## src/qrct_pkg.sv

```systemverilog
// Shared types, codes, reset constants and helpers for the QUIC receive credit tracker.
// No dependencies; every other file of the block uses this package.
`default_nettype none

package qrct_pkg;

    // Width of every byte count, stream ID and limit.
    localparam int VALUE_BITS   = 62;
    localparam int PAYLOAD_BITS = 16;
    localparam int CFG_IDX_BITS = 3;

    typedef logic [VALUE_BITS-1:0]   value_t;
    typedef logic [PAYLOAD_BITS-1:0] payload_t;

    // Operation carried by an input word.
    typedef enum logic [1:0] {
        MODE_ARRIVAL = 2'd0,
        MODE_POLL    = 2'd1,
        MODE_STREAM  = 2'd2,
        MODE_NOP     = 2'd3
    } mode_t;

    // Which limit an update advertises.
    typedef enum logic [1:0] {
        KIND_DATA = 2'd0,
        KIND_BIDI = 2'd1,
        KIND_UNI  = 2'd2
    } kind_t;

    // Configuration register indexes.
    typedef enum logic [CFG_IDX_BITS-1:0] {
        CFG_INIT_DATA_LIMIT   = 3'd0,
        CFG_INIT_BIDI_LIMIT   = 3'd1,
        CFG_INIT_UNI_LIMIT    = 3'd2,
        CFG_DATA_GROW_THRESH  = 3'd3,
        CFG_DATA_GROW_AMOUNT  = 3'd4,
        CFG_STREAM_GROW_THRESH = 3'd5,
        CFG_STREAM_GROW_AMOUNT = 3'd6
    } cfg_index_t;

    // Reset values of the grow settings.
    localparam value_t DATA_GROW_THRESH_RST   = value_t'(16384);
    localparam value_t DATA_GROW_AMOUNT_RST   = value_t'(65536);
    localparam value_t STREAM_GROW_THRESH_RST = value_t'(2);
    localparam value_t STREAM_GROW_AMOUNT_RST = value_t'(10);

    // One result word.
    typedef struct packed {
        logic   accepted;
        logic   update_valid;
        kind_t  update_kind;
        value_t update_limit;
    } result_t;

    // Addition that sticks at the all-ones value.
    function automatic value_t sat_add(input value_t a, input value_t b);
        logic [VALUE_BITS:0] sum;
        sum = {1'b0, a} + {1'b0, b};
        return sum[VALUE_BITS] ? {VALUE_BITS{1'b1}} : sum[VALUE_BITS-1:0];
    endfunction

endpackage

`default_nettype wire

```

## src/qrct_data_credit.sv

```systemverilog
// Connection byte credit: counts received bytes and raises the data limit on a poll.
// Depends on qrct_pkg.
`default_nettype none

module qrct_data_credit (
    input  wire logic             arrival,
    input  wire qrct_pkg::payload_t payload_size,
    input  wire qrct_pkg::value_t total,
    input  wire qrct_pkg::value_t limit,
    input  wire qrct_pkg::value_t grow_threshold,
    input  wire qrct_pkg::value_t grow_amount,
    output qrct_pkg::value_t      total_next,
    output qrct_pkg::value_t      limit_next,
    output qrct_pkg::result_t     res
);

    qrct_pkg::value_t size_ext;
    qrct_pkg::value_t arrived_total;
    qrct_pkg::value_t remaining;
    qrct_pkg::value_t raised_limit;
    logic             over;
    logic             raise;

    assign size_ext = {{(qrct_pkg::VALUE_BITS - qrct_pkg::PAYLOAD_BITS){1'b0}}, payload_size};

    // Both candidate sums run side by side; the mode picks one.
    assign arrived_total = qrct_pkg::sat_add(total, size_ext);
    assign raised_limit  = qrct_pkg::sat_add(limit, grow_amount);
    assign over          = total > limit;
    assign remaining     = limit - total;
    assign raise         = !over && (remaining <= grow_threshold);

    always_comb
    begin
        res.update_valid = 1'b0;
        res.update_kind  = qrct_pkg::KIND_DATA;
        res.update_limit = '0;
        if (arrival)
        begin
            // Bytes are counted even when they break the limit.
            total_next   = arrived_total;
            limit_next   = limit;
            res.accepted = !(arrived_total > limit);
        end
        else
        begin
            total_next   = total;
            limit_next   = raise ? raised_limit : limit;
            res.accepted = !over;
            if (raise)
            begin
                res.update_valid = 1'b1;
                res.update_limit = raised_limit;
            end
        end
    end

endmodule

`default_nettype wire

```

## src/qrct_stream_credit.sv

```systemverilog
// Stream count credit: tracks the highest peer stream ID per direction and raises its limit.
// Depends on qrct_pkg.
`default_nettype none

module qrct_stream_credit (
    input  wire qrct_pkg::value_t peer_sid,
    input  wire qrct_pkg::value_t highest_bidi,
    input  wire qrct_pkg::value_t highest_uni,
    input  wire qrct_pkg::value_t limit_bidi,
    input  wire qrct_pkg::value_t limit_uni,
    input  wire qrct_pkg::value_t grow_threshold,
    input  wire qrct_pkg::value_t grow_amount,
    output qrct_pkg::value_t      highest_bidi_next,
    output qrct_pkg::value_t      highest_uni_next,
    output qrct_pkg::value_t      limit_bidi_next,
    output qrct_pkg::value_t      limit_uni_next,
    output qrct_pkg::result_t     res
);

    logic             uni;
    qrct_pkg::value_t highest;
    qrct_pkg::value_t highest_new;
    qrct_pkg::value_t limit;
    qrct_pkg::value_t count;
    qrct_pkg::value_t remaining;
    qrct_pkg::value_t raised_limit;
    logic             over;
    logic             raise;

    // Bit 1 of the ID marks a unidirectional stream.
    assign uni     = peer_sid[1];
    assign highest = uni ? highest_uni : highest_bidi;
    assign limit   = uni ? limit_uni : limit_bidi;

    // The highest ID is recorded whether or not the limit holds.
    assign highest_new  = (peer_sid > highest) ? peer_sid : highest;
    assign count        = highest_new >> 2;
    assign over         = count >= limit;
    assign remaining    = limit - count;
    assign raise        = !over && (remaining <= grow_threshold);
    assign raised_limit = qrct_pkg::sat_add(limit, grow_amount);

    always_comb
    begin
        highest_bidi_next = uni ? highest_bidi : highest_new;
        highest_uni_next  = uni ? highest_new : highest_uni;
        limit_bidi_next   = (!uni && raise) ? raised_limit : limit_bidi;
        limit_uni_next    = (uni && raise) ? raised_limit : limit_uni;

        res.accepted     = !over;
        res.update_valid = raise;
        res.update_kind  = qrct_pkg::KIND_DATA;
        res.update_limit = '0;
        if (raise)
        begin
            res.update_kind  = uni ? qrct_pkg::KIND_UNI : qrct_pkg::KIND_BIDI;
            res.update_limit = raised_limit;
        end
    end

endmodule

`default_nettype wire

```

## src/quic_receive_credit_tracker.sv

```systemverilog
// Top level of the QUIC receive credit tracker: input register, state, result register.
// Depends on qrct_pkg, qrct_data_credit and qrct_stream_credit.
`default_nettype none

// Channel   | Handshake             | Word
// ----------+-----------------------+--------------------------------------------------
// input     | in_valid / in_ready   | mode, payload_size, peer_sid
// result    | out_valid / out_ready | accepted, update_valid, update_kind, update_limit
// config    | cfg_write_en          | cfg_index, cfg_data (no wait, no read-back)
//
// One word is accepted per cycle while in_ready is high.
// The credit state is read combinationally between the input register and the result
// register and written with it, so consecutive words see each other's updates.
// A stalled result holds its register; the input register still takes one more word.
// Reset clears the counts and IDs, zeroes the limits and loads the default grow settings.

module quic_receive_credit_tracker (
    input  wire logic                  clk,
    input  wire logic                  rst_n,

    input  wire logic                  in_valid,
    output logic                       in_ready,
    input  wire logic [1:0]            mode,
    input  wire qrct_pkg::payload_t    payload_size,
    input  wire qrct_pkg::value_t      peer_sid,

    output logic                       out_valid,
    input  wire logic                  out_ready,
    output logic                       accepted,
    output logic                       update_valid,
    output logic [1:0]                 update_kind,
    output qrct_pkg::value_t           update_limit,

    input  wire logic                  cfg_write_en,
    input  wire logic [qrct_pkg::CFG_IDX_BITS-1:0] cfg_index,
    input  wire qrct_pkg::value_t      cfg_data
);

    // Input register.
    logic               in_valid_reg;
    qrct_pkg::mode_t    mode_reg;
    qrct_pkg::payload_t payload_size_reg;
    qrct_pkg::value_t   peer_sid_reg;

    // Result register.
    logic               out_valid_reg;
    qrct_pkg::result_t  res_reg;
    qrct_pkg::result_t  res_next;

    // Settings.
    qrct_pkg::value_t   data_thresh_reg;
    qrct_pkg::value_t   data_amount_reg;
    qrct_pkg::value_t   stream_thresh_reg;
    qrct_pkg::value_t   stream_amount_reg;

    // Credit state.
    qrct_pkg::value_t   total_reg;
    qrct_pkg::value_t   data_limit_reg;
    qrct_pkg::value_t   bidi_limit_reg;
    qrct_pkg::value_t   uni_limit_reg;
    qrct_pkg::value_t   highest_bidi_reg;
    qrct_pkg::value_t   highest_uni_reg;

    qrct_pkg::value_t   total_next;
    qrct_pkg::value_t   data_limit_next;
    qrct_pkg::value_t   bidi_limit_next;
    qrct_pkg::value_t   uni_limit_next;
    qrct_pkg::value_t   highest_bidi_next;
    qrct_pkg::value_t   highest_uni_next;
    qrct_pkg::result_t  data_res;
    qrct_pkg::result_t  stream_res;

    logic               advance;
    logic               fire;

    // The result register frees up when empty or taken; the input word moves then.
    assign advance  = !out_valid_reg || out_ready;
    assign fire     = in_valid_reg && advance;
    assign in_ready = !in_valid_reg || advance;

    always_ff @(posedge clk or negedge rst_n)
    begin
        if (!rst_n)
        begin
            in_valid_reg <= 1'b0;
        end
        else if (in_ready)
        begin
            in_valid_reg <= in_valid;
        end
    end

    always_ff @(posedge clk)
    begin
        if (in_ready && in_valid)
        begin
            mode_reg         <= qrct_pkg::mode_t'(mode);
            payload_size_reg <= payload_size;
            peer_sid_reg     <= peer_sid;
        end
    end

    qrct_data_credit u_data (
        .arrival        (mode_reg == qrct_pkg::MODE_ARRIVAL),
        .payload_size   (payload_size_reg),
        .total          (total_reg),
        .limit          (data_limit_reg),
        .grow_threshold (data_thresh_reg),
        .grow_amount    (data_amount_reg),
        .total_next     (total_next),
        .limit_next     (data_limit_next),
        .res            (data_res)
    );

    qrct_stream_credit u_stream (
        .peer_sid          (peer_sid_reg),
        .highest_bidi      (highest_bidi_reg),
        .highest_uni       (highest_uni_reg),
        .limit_bidi        (bidi_limit_reg),
        .limit_uni         (uni_limit_reg),
        .grow_threshold    (stream_thresh_reg),
        .grow_amount       (stream_amount_reg),
        .highest_bidi_next (highest_bidi_next),
        .highest_uni_next  (highest_uni_next),
        .limit_bidi_next   (bidi_limit_next),
        .limit_uni_next    (uni_limit_next),
        .res               (stream_res)
    );

    // Pick the result for the word's operation.
    always_comb
    begin
        case (mode_reg)
            qrct_pkg::MODE_ARRIVAL, qrct_pkg::MODE_POLL:
            begin
                res_next = data_res;
            end
            qrct_pkg::MODE_STREAM:
            begin
                res_next = stream_res;
            end
            default:
            begin
                res_next.accepted     = 1'b1;
                res_next.update_valid = 1'b0;
                res_next.update_kind  = qrct_pkg::KIND_DATA;
                res_next.update_limit = '0;
            end
        endcase
    end

    // Credit state and settings; configuration writes only while idle (the user's job).
    always_ff @(posedge clk or negedge rst_n)
    begin
        if (!rst_n)
        begin
            data_thresh_reg   <= qrct_pkg::DATA_GROW_THRESH_RST;
            data_amount_reg   <= qrct_pkg::DATA_GROW_AMOUNT_RST;
            stream_thresh_reg <= qrct_pkg::STREAM_GROW_THRESH_RST;
            stream_amount_reg <= qrct_pkg::STREAM_GROW_AMOUNT_RST;
            total_reg         <= '0;
            data_limit_reg    <= '0;
            bidi_limit_reg    <= '0;
            uni_limit_reg     <= '0;
            highest_bidi_reg  <= '0;
            highest_uni_reg   <= '0;
        end
        else if (cfg_write_en)
        begin
            unique case (qrct_pkg::cfg_index_t'(cfg_index))
                qrct_pkg::CFG_INIT_DATA_LIMIT:    data_limit_reg    <= cfg_data;
                qrct_pkg::CFG_INIT_BIDI_LIMIT:    bidi_limit_reg    <= cfg_data;
                qrct_pkg::CFG_INIT_UNI_LIMIT:     uni_limit_reg     <= cfg_data;
                qrct_pkg::CFG_DATA_GROW_THRESH:   data_thresh_reg   <= cfg_data;
                qrct_pkg::CFG_DATA_GROW_AMOUNT:   data_amount_reg   <= cfg_data;
                qrct_pkg::CFG_STREAM_GROW_THRESH: stream_thresh_reg <= cfg_data;
                qrct_pkg::CFG_STREAM_GROW_AMOUNT: stream_amount_reg <= cfg_data;
                default:
                begin
                end
            endcase
        end
        else if (fire)
        begin
            case (mode_reg)
                qrct_pkg::MODE_ARRIVAL:
                begin
                    total_reg <= total_next;
                end
                qrct_pkg::MODE_POLL:
                begin
                    data_limit_reg <= data_limit_next;
                end
                qrct_pkg::MODE_STREAM:
                begin
                    highest_bidi_reg <= highest_bidi_next;
                    highest_uni_reg  <= highest_uni_next;
                    bidi_limit_reg   <= bidi_limit_next;
                    uni_limit_reg    <= uni_limit_next;
                end
                default:
                begin
                end
            endcase
        end
    end

    // Result register.
    always_ff @(posedge clk or negedge rst_n)
    begin
        if (!rst_n)
        begin
            out_valid_reg <= 1'b0;
        end
        else if (advance)
        begin
            out_valid_reg <= in_valid_reg;
        end
    end

    always_ff @(posedge clk)
    begin
        if (fire)
        begin
            res_reg <= res_next;
        end
    end

    assign out_valid    = out_valid_reg;
    assign accepted     = res_reg.accepted;
    assign update_valid = res_reg.update_valid;
    assign update_kind  = res_reg.update_kind;
    assign update_limit = res_reg.update_limit;

endmodule

`default_nettype wire
```

## config.mk

```make
export PLATFORM = sky130hd
export DESIGN_NAME = quic_receive_credit_tracker
export DESIGN_NICKNAME = d
export VERILOG_FILES = /design/src/qrct_pkg.sv /design/src/qrct_data_credit.sv /design/src/qrct_stream_credit.sv /design/src/quic_receive_credit_tracker.sv
export SDC_FILE = /design/constraint.sdc
export NUM_CORES = 2
export LEC_CHECK = 0
export ABC_AREA = 0
export BUFFER_PORTS_ARGS = -buffer_cell sky130_fd_sc_hd__buf_4
export CORE_MARGIN = 1
export CORE_UTILIZATION = 55
export CTS_BUF_LIST = sky130_fd_sc_hd__clkbuf_8
export CTS_CLUSTER_DIAMETER = 150
export DETAILED_ROUTE_END_ITERATION = 10
export PLACE_DENSITY = 0.76
export SLEW_MARGIN = 30
export SYNTH_ARGS = -nofsm -noshare
export SYNTH_HDL_FRONTEND = slang
export SYNTH_SLANG_ARGS = --single-unit
```

## constraint.sdc

```tcl
create_clock -name clk -period 13.6 [get_ports clk]
set_clock_uncertainty 0.2 [all_clocks]
set_input_delay 1.36 -clock clk [delete_from_list [all_inputs] [get_ports clk]]
set_output_delay 1.36 -clock clk [all_outputs]
set_load 0.05 [all_outputs]
```

==> metrics.md <==
| Metric | Value |
|---|---|
| Ys async rst share | 81.0% |
| Most numerous cell in the Yosys netlist | dfrtp_1 |
| Worst slew margin | 33.0% |
| Initial antenna violation count | 11 |
| IO Port Bufs | 217 |
| Post-synth top cells | dfrtp_1, ha_1, nor2_1, nand2_1, o21ai_0 |
| Synth Flop Type | dfrtp_1 |
| Placer Congestion | 0.959 |
| #FFs+latches synth | 768 |
| # IOs | 218 |
| MaxCap Viol Count | 0 |
| M1 GR Usage | 41.2% |
| Pwr dens | 290 nW/µm² |
| Hold WS | 0.247 ns |
| Synth Instances | 5710 |
| Full die area | 98000 µm² |
| Crit Path Class | flop to flop |
| Kind of end point of the critical path | flop |
| Hpwl dp | 120000 µm |
| Reg2reg path depth | 34 |
| Critical path launch point type | flop |
| CP max-delay cell | nor4_2 |
| Unrepaired setup endpoints after global routing | no |
| Fraction of layout cells with a size suffix above 1 | 14.9% |
| Tot Pwr | 17.1 mW |
| Place WS | 2.39 ns |
| Post-CTS Setup Repair Bufs | 0 |
| Post-synthesis sequential area ratio | 37.5% |
| Post-route minimum period | 11.47 ns |
| DRC violations left | 0 |
| Final nets | 6532 |
| Final setup viols | 0 |
| Finished Core Util | 61.8% |
| Worst-Skew Late Latency | 0.83 ns |
| Worst Tran Pin Value | 1.00 ns |
| Synth area leader | dfrtp_1 |
| Clock buffer depth | 3 |
| Dpl cells | 6991 |
| Fin crit share | 84.3% |
| Synth top area cells | dfrtp_1, ha_1, edfxtp_1 |
| P_leak | 27.8 nW |
| GRT Overall Usage | 32.1% |
| Post-DR vias/cell | 6.21 |
| Multi-input gate area | 31100 µm² |
| Initial Util | 55.7% |
| Sequential cell area | 20000 µm² |
| Synth top area share | 29.0% |
| # rows | 113 |
| Met3 Resource Use GR | 5.79% |
| Post-CTS sizing | 0 |
| Maximum fanout along the worst path | 72 |
| Maximum vdd drop | 0.000241 V |
| Slowest stage delay, CP | 0.74 ns |
| Clk slew on worst S/H paths | 0.06 ns |
| H-Tree Depth | 4 |
| Die H | 313 µm |
| CTS root buffer | clkbuf_8 |
| Setup ws final | 2.13 ns |
| Grt met2 use | 52.5% |
| Global route overflow | 0 |
| CTS Buf Count | 142 |
| Mapped Avg Cell Area | 9.32 µm² |
| Placeable Area | 95400 µm² |
| Drt total wl | 158000 µm |
| Library cells used by synthesis | 92 |
| Via Count | 45.1k |
| Sink Count | 768 |
| Vias in the first global route | 44.0k |
| DR pass1 iterations | 7 |
| Layout fillers | 8162 |
| Die width | 313 µm |
| # hold bufs at CTS | 0 |
| Status | complete, no violations |
| Area after DPL | 56000 µm² |
| Crit path DAT | 11.97 ns |
| Max Slew Vio Count | 0 |
| CTS tree | built |
| Setup TNS | 0 ns |
| Area growth syn-to-layout | 10.8% |
| Hold Vio Cnt, Final | 0 |
| Synth Warn # | 0 |
| Initial DRC count | 3945 |
| Mapped Area | 53200 µm² |
| Finished Cell Area | 59000 µm² |
| Largest net degree at the start of global routing | 108 |
| Post-DRT Antenna Nets | 0 |
| Most Crowded Layer GR | met2 |
| Post-synth EDFFs | 146 |
| Non-Filler Instances | 7260 |
| Critical Path RT | 14.10 ns |
| WL/cell | 21.8 µm |
| Max Fclk | 0.0872 GHz |
| Synthesized Nets | 6369 |
| Min-delay worst type | primary input to async pin |
| First-pass GRT wire length | 246000 µm |
==> routing by layer <==
layer | share of wire (%) | vias to the layer above
met2 | 47 | 1754
li1 | - | 21100
met3 | 7.4 | 430
met4 | 4.9 | 14
met5 | 0.056 | -
met1 | 41 | 21700
==> where the power goes <==
group          internal (mW)  leakage, nW  switching (mW)
combinational           4.43         17.2            6.64
sequential              3.19         8.92           0.557
clock                   1.22         1.67            1.05
total                   8.84         27.8            8.24
==> path summary, 6_finish.rpt <==
path                                     start                     to  slack (ns)
setup / recovery               peer_sid_reg[1]     bidi_limit_reg[46]        2.13
hold / removal                           rst_n  stream_thresh_reg[60]        0.25
setup reg to reg               peer_sid_reg[1]     bidi_limit_reg[46]        2.13
hold reg to reg            highest_uni_reg[10]    highest_uni_reg[10]        0.27
max in group asynchronous                rst_n          total_reg[45]       10.61
min in group clk           highest_uni_reg[10]    highest_uni_reg[10]        0.27
==> cell usage in the layout (no fill, tap or decap), drive strengths merged, types with 69 or more instances in the layout <==
| cell type | Yosys | routed |
|---|---|---|
| dfrtp | 617 | 617 |
| ha | 504 | 504 |
| nor2 | 436 | 436 |
| nand2 | 432 | 432 |
| o21ai | 428 | 428 |
| inv | 361 | 416 |
| a21oi | 409 | 409 |
| mux2 | 363 | 363 |
| buf | 38 | 268 |
| a21o | 236 | 236 |
| xnor2 | 185 | 185 |
| clkbuf | 211 | 167 |
| edfxtp | 146 | 146 |
| nand3 | 126 | 126 |
| nand4 | 103 | 103 |
| o22ai | 94 | 94 |
| nor3 | 86 | 86 |
| mux2i | 82 | 82 |
| xor2 | 69 | 69 |
==> worst max-delay path, delay by kind of cell (launching register included) <==
family	cells	cell delay [ns]
compound gates	16	5.05
simple gates	10	3.02
buf+inv	3	1.13
fa+ha+maj	3	1.08
flops	1	0.32
mux	1	0.23
xor+xnor	1	0.16
==> cells by family after synthesis <==
family / after synthesis / synth area share (%)
multiplexers: 445 / 9.23
buffers and inverters: 612 / 4.36
flip-flops: 768 / 37.5
XOR/XNOR: 254 / 4.18
AO/OA/AOI/OAI: 1628 / 19.5
AND/OR/NAND/NOR: 1492 / 13.2
adder cells (fa/ha/maj): 511 / 12.1
==> layout make-up <==
type | instances | share of cell area (%)
clock buffers | 167 | 3.90
clock inverters | 94 | 0.965
flip-flops and latches | 768 | 33.8
repair buffers | 268 | 3.55
well taps | 1265 | 2.68
multi-input cells | 4330 | 52.7
diodes | 5 | 0.0212
inverters | 363 | 2.31
Note: power is estimated with default switching activity, not from simulation.
